### src/design/midi_pkt_pkg.sv
package midi_pkt_pkg;

  // Status bytes with special handling
  localparam logic [7:0] ST_SYSEX_START = 8'hF0;
  localparam logic [7:0] ST_MTC_QFRAME  = 8'hF1;
  localparam logic [7:0] ST_SONG_POS    = 8'hF2;
  localparam logic [7:0] ST_SONG_SEL    = 8'hF3;
  localparam logic [7:0] ST_TUNE_REQ    = 8'hF6;
  localparam logic [7:0] ST_SYSEX_END   = 8'hF7;
  localparam logic [7:0] ST_SYSTEM_MIN  = 8'hF0;
  localparam logic [7:0] ST_REALTIME_MIN = 8'hF8;
  localparam logic [7:0] NO_STATUS      = 8'h00;

  // Channel message kinds (bits 6:4 of the status) with one data byte
  localparam logic [2:0] KIND_PROG_CHANGE = 3'h4;
  localparam logic [2:0] KIND_CHAN_PRESS  = 3'h5;

  // Code index numbers
  localparam logic [3:0] CIN_NONE      = 4'h0;
  localparam logic [3:0] CIN_COMMON2   = 4'h2;
  localparam logic [3:0] CIN_COMMON3   = 4'h3;
  localparam logic [3:0] CIN_SX_DATA   = 4'h4;
  localparam logic [3:0] CIN_COMMON1   = 4'h5;
  localparam logic [3:0] CIN_SINGLE    = 4'hF;

  localparam logic [1:0] SYSEX_PKT_LEN = 2'd3;

  typedef struct packed {
    logic [3:0] cin;
    logic [7:0] b0;
    logic [7:0] b1;
    logic [7:0] b2;
    logic       last;
  } packet_t;

  // Up to two packets per input byte
  typedef struct packed {
    packet_t    pkt_a;
    packet_t    pkt_b;
    logic [1:0] count;
  } dec_out_t;

  function automatic logic [1:0] msg_length(input logic [7:0] s);
    logic [1:0] len;
    if (s[7] && (s < ST_SYSTEM_MIN)) begin
      if ((s[6:4] == KIND_PROG_CHANGE) || (s[6:4] == KIND_CHAN_PRESS)) begin
        len = 2'd2;
      end else begin
        len = 2'd3;
      end
    end else begin
      case (s)
        ST_MTC_QFRAME: len = 2'd2;
        ST_SONG_POS:   len = 2'd3;
        ST_SONG_SEL:   len = 2'd2;
        ST_TUNE_REQ:   len = 2'd1;
        default:       len = 2'd0;
      endcase
    end
    return len;
  endfunction

  function automatic logic [3:0] msg_cin(input logic [7:0] s);
    logic [3:0] cin;
    if (s[7] && (s < ST_SYSTEM_MIN)) begin
      cin = s[7:4];
    end else begin
      case (s)
        ST_MTC_QFRAME: cin = CIN_COMMON2;
        ST_SONG_POS:   cin = CIN_COMMON3;
        ST_SONG_SEL:   cin = CIN_COMMON2;
        ST_TUNE_REQ:   cin = CIN_COMMON1;
        default:       cin = CIN_NONE;
      endcase
    end
    return cin;
  endfunction

endpackage

### src/design/midi_pkt_decode.sv
module midi_pkt_decode (
  input  logic                       clk,
  input  logic                       rst_n,
  input  logic                       fire,
  input  logic [7:0]                 midi_byte,
  output midi_pkt_pkg::dec_out_t     dec
);

  logic [7:0]       rs_r, rs_nxt;
  logic [2:0][7:0]  pb_r, pb_nxt;
  logic [1:0]       rc_r, rc_nxt;
  logic [1:0]       ec_r, ec_nxt;
  logic             sx_r, sx_nxt;

  logic [2:0][7:0]  pb_t;
  logic [1:0]       rc_t;
  logic [1:0]       ec_t;
  logic [1:0]       cnt;
  logic [1:0]       st_len;
  logic             take;
  logic [1:0]       n;
  midi_pkt_pkg::packet_t pkt_a, pkt_b, pkt_st;

  function automatic midi_pkt_pkg::packet_t make_pkt(input logic [3:0] cin,
                                                     input logic [1:0] len,
                                                     input logic [2:0][7:0] pb);
    midi_pkt_pkg::packet_t p;
    p.cin  = cin;
    p.b0   = (len >= 2'd1) ? pb[0] : 8'h00;
    p.b1   = (len >= 2'd2) ? pb[1] : 8'h00;
    p.b2   = (len == 2'd3) ? pb[2] : 8'h00;
    p.last = 1'b0;
    return p;
  endfunction

  always_comb begin
    rs_nxt = rs_r;
    pb_nxt = pb_r;
    rc_nxt = rc_r;
    ec_nxt = ec_r;
    sx_nxt = sx_r;
    pb_t   = pb_r;
    rc_t   = rc_r;
    ec_t   = ec_r;
    pkt_a  = '0;
    pkt_b  = '0;
    pkt_st = '0;
    n      = 2'd0;
    take   = 1'b0;
    cnt    = rc_r[1] ? 2'd2 : rc_r;
    st_len = midi_pkt_pkg::msg_length(midi_byte);

    if (fire) begin
      if (midi_byte >= midi_pkt_pkg::ST_REALTIME_MIN) begin
        // real-time: pass through, leave message state alone
        pkt_a.cin = midi_pkt_pkg::CIN_SINGLE;
        pkt_a.b0  = midi_byte;
        n = 2'd1;
      end else if (midi_byte[7]) begin
        take = 1'b1;
        if (sx_r) begin
          sx_nxt = 1'b0;
          if (midi_byte == midi_pkt_pkg::ST_SYSEX_END) begin
            take = 1'b0;
            // end byte on an empty packet starts from a clean packet
            if (cnt == 2'd0) begin
              pb_t = '0;
            end
            pb_t[cnt] = midi_pkt_pkg::ST_SYSEX_END;
            pkt_a = make_pkt(midi_pkt_pkg::CIN_SX_DATA + {2'b00, cnt} + 4'd1,
                             cnt + 2'd1, pb_t);
            n = 2'd1;
            pb_nxt = pb_t;
            rc_nxt = 2'd0;
            ec_nxt = 2'd0;
          end else if (cnt != 2'd0) begin
            // close the open run before taking the new status
            pkt_a = make_pkt(midi_pkt_pkg::CIN_SX_DATA + {2'b00, cnt}, cnt, pb_r);
            n = 2'd1;
          end
        end
        if (take) begin
          pb_nxt = {8'h00, 8'h00, midi_byte};
          rc_nxt = 2'd1;
          if (midi_byte == midi_pkt_pkg::ST_SYSEX_START) begin
            ec_nxt = midi_pkt_pkg::SYSEX_PKT_LEN;
            sx_nxt = 1'b1;
            rs_nxt = midi_pkt_pkg::NO_STATUS;
          end else begin
            rs_nxt = (midi_byte < midi_pkt_pkg::ST_SYSTEM_MIN) ?
                     midi_byte : midi_pkt_pkg::NO_STATUS;
            ec_nxt = st_len;
            if (st_len == 2'd1) begin
              pkt_st = make_pkt(midi_pkt_pkg::msg_cin(midi_byte), 2'd1,
                                {8'h00, 8'h00, midi_byte});
              if (n == 2'd0) begin
                pkt_a = pkt_st;
              end else begin
                pkt_b = pkt_st;
              end
              n = n + 2'd1;
              rc_nxt = 2'd0;
              ec_nxt = 2'd0;
            end
          end
        end
      end else if (sx_r) begin
        if (rc_r == 2'd0) begin
          pb_t = {8'h00, 8'h00, midi_byte};
          rc_t = 2'd1;
          ec_nxt = midi_pkt_pkg::SYSEX_PKT_LEN;
        end else if (rc_r < 2'd3) begin
          pb_t[rc_r] = midi_byte;
          rc_t = rc_r + 2'd1;
        end
        pb_nxt = pb_t;
        rc_nxt = rc_t;
        if (rc_t == midi_pkt_pkg::SYSEX_PKT_LEN) begin
          pkt_a = make_pkt(midi_pkt_pkg::CIN_SX_DATA, midi_pkt_pkg::SYSEX_PKT_LEN, pb_t);
          n = 2'd1;
          rc_nxt = 2'd0;
          ec_nxt = 2'd0;
        end
      end else begin
        if (rc_r == 2'd0) begin
          // running status: data byte without a fresh status
          if (rs_r != midi_pkt_pkg::NO_STATUS) begin
            pb_t = {8'h00, midi_byte, rs_r};
            rc_t = 2'd2;
            ec_t = midi_pkt_pkg::msg_length(rs_r);
          end
        end else if ((ec_r != 2'd0) && (rc_r < ec_r) && (rc_r < 2'd3)) begin
          pb_t[rc_r] = midi_byte;
          rc_t = rc_r + 2'd1;
        end
        pb_nxt = pb_t;
        rc_nxt = rc_t;
        ec_nxt = ec_t;
        if ((ec_t != 2'd0) && (rc_t == ec_t)) begin
          pkt_a = make_pkt(midi_pkt_pkg::msg_cin(pb_t[0]), rc_t, pb_t);
          n = 2'd1;
          rc_nxt = 2'd0;
          ec_nxt = 2'd0;
        end
      end
    end

    // flag the final packet of this byte
    pkt_a.last = (n == 2'd1);
    pkt_b.last = (n == 2'd2);
    dec.pkt_a = pkt_a;
    dec.pkt_b = pkt_b;
    dec.count = n;
  end

  always_ff @(posedge clk) begin
    if (!rst_n) begin
      rs_r <= midi_pkt_pkg::NO_STATUS;
      pb_r <= '0;
      rc_r <= 2'd0;
      ec_r <= 2'd0;
      sx_r <= 1'b0;
    end else begin
      rs_r <= rs_nxt;
      pb_r <= pb_nxt;
      rc_r <= rc_nxt;
      ec_r <= ec_nxt;
      sx_r <= sx_nxt;
    end
  end

endmodule

### src/design/midi_pkt_fifo.sv
module midi_pkt_fifo (
  input  logic                   clk,
  input  logic                   rst_n,
  input  midi_pkt_pkg::dec_out_t push,
  input  logic                   pop,
  output midi_pkt_pkg::packet_t  head,
  output logic                   not_empty,
  output logic                   room
);

  midi_pkt_pkg::packet_t mem_r [4];
  logic [1:0] wp_r, wp_nxt;
  logic [1:0] rp_r, rp_nxt;
  logic [2:0] cnt_r, cnt_nxt;
  logic [1:0] wp_b;

  assign wp_b      = wp_r + 2'd1;
  assign head      = mem_r[rp_r];
  assign not_empty = (cnt_r != 3'd0);
  // space for the worst case of two beats from one byte
  assign room      = (cnt_r <= 3'd2);

  always_comb begin
    wp_nxt  = wp_r + push.count;
    rp_nxt  = pop ? (rp_r + 2'd1) : rp_r;
    cnt_nxt = cnt_r + {1'b0, push.count} - {2'b00, pop};
  end

  always_ff @(posedge clk) begin
    if (push.count != 2'd0) begin
      mem_r[wp_r] <= push.pkt_a;
    end
    if (push.count == 2'd2) begin
      mem_r[wp_b] <= push.pkt_b;
    end
  end

  always_ff @(posedge clk) begin
    if (!rst_n) begin
      wp_r  <= 2'd0;
      rp_r  <= 2'd0;
      cnt_r <= 3'd0;
    end else begin
      wp_r  <= wp_nxt;
      rp_r  <= rp_nxt;
      cnt_r <= cnt_nxt;
    end
  end

endmodule

### src/design/midi_to_usb_midi_packetizer.sv
// Converts a serial MIDI byte stream into USB-MIDI event packets on cable 0.
// One byte is taken per clock while in_stall is low; each packet passes through an
// input register, one pass of decode logic and a four-entry packet queue before it
// appears on the out_ channel. Most bytes yield zero or one packet, so the block
// sustains one byte per cycle while out_stall stays low; a status byte that both
// closes a system exclusive run that holds data and is a tune request yields two
// packets, and the single output port then drains them one at a time.
// in_stall rises only when the packet queue lacks room for two beats.
// out_last_of_run marks the final packet caused by a given input byte.
module midi_to_usb_midi_packetizer (
  input  logic       clk,
  input  logic       rst_n,
  input  logic       in_valid,
  output logic       in_stall,
  input  logic [7:0] in_midi_byte,
  output logic       out_valid,
  input  logic       out_stall,
  output logic [3:0] out_code_index,
  output logic [7:0] out_first_byte,
  output logic [7:0] out_second_byte,
  output logic [7:0] out_third_byte,
  output logic       out_last_of_run
);

  logic [7:0] byte_r;
  logic       vld_r, vld_nxt;
  logic       fire;
  logic       room;
  logic       pop;
  midi_pkt_pkg::dec_out_t dec;
  midi_pkt_pkg::packet_t  head;

  assign fire     = vld_r & room;
  assign in_stall = vld_r & ~room;
  assign pop      = out_valid & ~out_stall;

  always_comb begin
    vld_nxt = vld_r;
    if (in_valid && !in_stall) begin
      vld_nxt = 1'b1;
    end else if (fire) begin
      vld_nxt = 1'b0;
    end
  end

  always_ff @(posedge clk) begin
    if (in_valid && !in_stall) begin
      byte_r <= in_midi_byte;
    end
  end

  always_ff @(posedge clk) begin
    if (!rst_n) begin
      vld_r <= 1'b0;
    end else begin
      vld_r <= vld_nxt;
    end
  end

  midi_pkt_decode u_decode (
    .clk       (clk),
    .rst_n     (rst_n),
    .fire      (fire),
    .midi_byte (byte_r),
    .dec       (dec)
  );

  midi_pkt_fifo u_fifo (
    .clk       (clk),
    .rst_n     (rst_n),
    .push      (dec),
    .pop       (pop),
    .head      (head),
    .not_empty (out_valid),
    .room      (room)
  );

  assign out_code_index  = head.cin;
  assign out_first_byte  = head.b0;
  assign out_second_byte = head.b1;
  assign out_third_byte  = head.b2;
  assign out_last_of_run = head.last;

endmodule

### config.mk
export PLATFORM = sky130hd
export DESIGN_NAME = midi_to_usb_midi_packetizer
export DESIGN_NICKNAME = d
export VERILOG_FILES = /design/src/design/midi_pkt_pkg.sv /design/src/design/midi_pkt_decode.sv /design/src/design/midi_pkt_fifo.sv /design/src/design/midi_to_usb_midi_packetizer.sv
export SDC_FILE = /design/constraint.sdc
export NUM_CORES = 1
export LEC_CHECK = 0
export BUFFER_PORTS_ARGS = -buffer_cell sky130_fd_sc_hd__buf_2
export CELL_PAD_IN_SITES_DETAIL_PLACEMENT = 0
export CELL_PAD_IN_SITES_GLOBAL_PLACEMENT = 1
export CORE_MARGIN = 3
export CORE_UTILIZATION = 50
export CTS_BUF_LIST = sky130_fd_sc_hd__clkbuf_8
export DETAILED_ROUTE_END_ITERATION = 10
export GPL_ROUTABILITY_DRIVEN = 1
export PLACE_DENSITY = 0.92
export SETUP_SLACK_MARGIN = 0.05
export SLEW_MARGIN = 20
export SYNTH_ARGS = -nofsm -noshare
export SYNTH_HDL_FRONTEND = slang
export SYNTH_HIERARCHICAL = 1
export SYNTH_SLANG_ARGS = --single-unit
### constraint.sdc
create_clock -name clk -period 11.3 [get_ports clk]
set_input_delay 2.26 -clock clk [delete_from_list [all_inputs] [get_ports clk]]
set_output_delay 2.26 -clock clk [all_outputs]
set_load 0.1 [all_outputs]
==> results.cfg <==
[floorplan]
core.rowCount = 53
start_util_pct = 51.2
design.portCount = 43
dieArea_sq_um = 23500
core_sq_um = 21200
die_y_um = 153
die_w_um = 153

[yosys]
ys.flop_type = edfxtp_1
ys_async_sr_fraction_pct = 0
synth.distinct_cells = 88
synth-seq-cells = 171
yosysMostFrequentCell = edfxtp_1
yosysSeqAreaShare_pct = 43.0
yosysTopAreaCellShare_pct = 34.4
netlist_area_sq_um = 10800
synth_edf_count = 124
synth_cells = 996
ys_top_cells_by_count = edfxtp_1, mux2_2, nand2_1
synth_area_leaders = edfxtp_1, mux2_2, dfxtp_1
syn_avg_cell_area_sq_um = 10.9
ys_warn_count = 6
synth.largest_area_cell = edfxtp_1

[final_layout]
nFillCells = 1782
drive_above_1_share_pct = 27.8
nNetsFinal = 1027
num_antenna_cells = 0
design_area_sq_um = 11600
instances_no_fill = 1291
area_growth_pct = 6.78

[sta]
clock.fmax_mhz = 169
min_period_ns = 5.92
hold_viol = 0
worst_pin_slew_ns = 0.987
finalSetupViolCount = 0
setup_tns_ns = 0
slew_violations = 0
fin_skew_ns = 0.0235
post-route-period-util_pct = 52.4
rsz0062_at_grt = false
fin_ws_ns = 5.38
relSlewSlack_pct = 33.7

[global_route]
grt_pass1_wl_mm = 47.5
grt_usage_pct = 25.5
grt_pass1_vias = 8314
antenna_found_initial = 0
grt-ovfl-total = 0
grt_max_degree = 54

[detailed_routing]
routed_wl_mm = 30.4
firstDrtPassIters = 7
num_vias = 8518
initialDrtViolationCount = 1176
drc = 0
routedWlPerCell_um = 23.5
drt-vias-per-instance = 6.60
drtAntennaViolNets = 0

[worst_setup_path]
crit_type = flop to flop
cp.arrival_ns = 6.07
critPathSlowestCell = and4bb_2
start_kind = flop
path_common_cell = buf_4
crit_path_max_fanout = 47
crit_path_end_kind = flop
slowest_delay_ns = 0.97
required_ns = 11.44
worstPathCellList = inv_1 > ha_1 > buf_4 > o41a_1 > o32ai_2 > o21a_2 > a21boi_0 > nor2_1 > and4bb_2 > o21bai_2 > buf_4

[cts]
cts_tree = built
clkSinkCount = 171
cts_buffers = 17
clk_path_buf_depth = 2
clkTransAtPathRegs_ns = 0.12
cts_hold_buf = 0
worstSkewPairLatency_ns = 0.47
post_cts_resized = 0
cts_root_buf = clkbuf_8
htreeDepth = 4
cts_setup_buffers = 0

[place]
placed_cells = 1259
place_hpwl_mm = 20.2
gp_congestion = 0.985
io_buffers = 42
post-place-ws_ns = 5.51
post_dp_cell_area_sq_um = 11200

[outcome]
status = completed

[min_path]
min_path_type = flop to flop

[power]
powerDensity_nw_per_um2 = 172
ir_worst_vdd_mv = 0.111
p_leak_nw = 4.21

[run]
maxCapViolations = 0
-- per-layer routing --
metal	wire [um]	vias to the layer above	track usage [%]
met5	0	-	0
met4	759	0	7.85
met3	2840	66	5.83
met2	14000	455	39.8
met1	12800	4155	35.5
li1	-	3842	-
-- stage by stage --
stage          hold slack (ns)  utilization, %  power [mW]
2_1_floorplan            0.470               -        1.41
3_3_place_gp             0.510            52.8        1.53
3_5_place_dp             0.522            52.8        1.54
4_1_cts                  0.539            54.7        1.99
5_1_grt                  0.580            54.7        2.07
6_report                 0.530            54.7        1.99
-- flip-flops by register name, summed over array words and instances, names as in the netlist, named ones only --
name	count
vld_r	1
u_decode/sx_r	1
u_decode/pb_r	24
u_decode/rs_r	8
u_fifo/cnt_r	3
u_decode/ec_r	2
u_fifo/wp_r	2
u_fifo/rp_r	2
u_decode/rc_r	2
u_fifo/mem_r	116
byte_r	8
-- area by class of cell --
cell class              instances  area (sq um)  area share, %
multi-input cells             724          5680           49.1
repair buffers                 67           398           3.44
flip-flops and latches        171          4670           40.3
inverters                      22          82.6          0.714
clock buffers                  17           234           2.02
well taps                     275           344           2.97
clock inverters                15           169           1.46
-- worst max-delay path: cells and delay by family, from the launching register on --
kind / cells / cell delay (ns)
flip-flops: 1 / 0.57
AND/OR/NAND/NOR: 2 / 1.20
adder cells (fa/ha/maj): 1 / 0.22
buffers and inverters: 3 / 1.19
AO/OA/AOI/OAI: 5 / 2.34
-- kinds of logic after synthesis --
| family | synth area share (%) |
|---|---|
| AO/OA/AOI/OAI | 17.2 |
| other | 0.0346 |
| XOR/XNOR | 0.508 |
| adder cells (fa/ha/maj) | 1.45 |
| multiplexers | 20.5 |
| AND/OR/NAND/NOR | 11.8 |
| buffers and inverters | 5.54 |
| flip-flops | 43.0 |
-- final timing paths --
| path | startpoint | endpoint | slack, ns | cells past startpoint |
|---|---|---|---|---|
| min | u_fifo/rp_r[0] | u_fifo/rp_r[1] | 0.53 | 2 |
| min reg2reg | u_fifo/rp_r[0] | u_fifo/rp_r[1] | 0.53 | 2 |
| max | u_decode/rc_r[1] | u_fifo/mem_r[2][3] | 5.38 | 11 |
| max reg2reg | u_decode/rc_r[1] | u_fifo/mem_r[2][3] | 5.38 | 11 |
-- where the power goes --
part / internal (mW) / switching [mW]
sequential: 0.706 / 0.0523
combinational: 0.215 / 0.565
clock: 0.187 / 0.267
-- layout by cell type (no fill, tap or decap), types with 7 or more instances in the layout --
cell type  synthesis  final
buf_4             25     25
o21ai_0           52     51
o211a_1           10     10
o31a_1             7      7
a31oi_1           19     19
inv_1             20     20
edfxtp_1         124    124
o31ai_1            7      7
nand3_1           29     29
a21oi_1           61     61
buf_2             15     42
nand2_1           65     65
ha_1              11     11
nand4_1           10     10
dfxtp_1           47     45
o32ai_1            8      8
mux2_2           123    123
nor2_1            63     61
a21boi_0           9      9
and2_1            17     17
clkbuf_8           0     17
mux4_2            29     29
mux2i_1           18     18
a22o_1             8      8
conb_1             1     20
nor3_1            26     26
No activity file was read; power rests on OpenSTA's default activity.
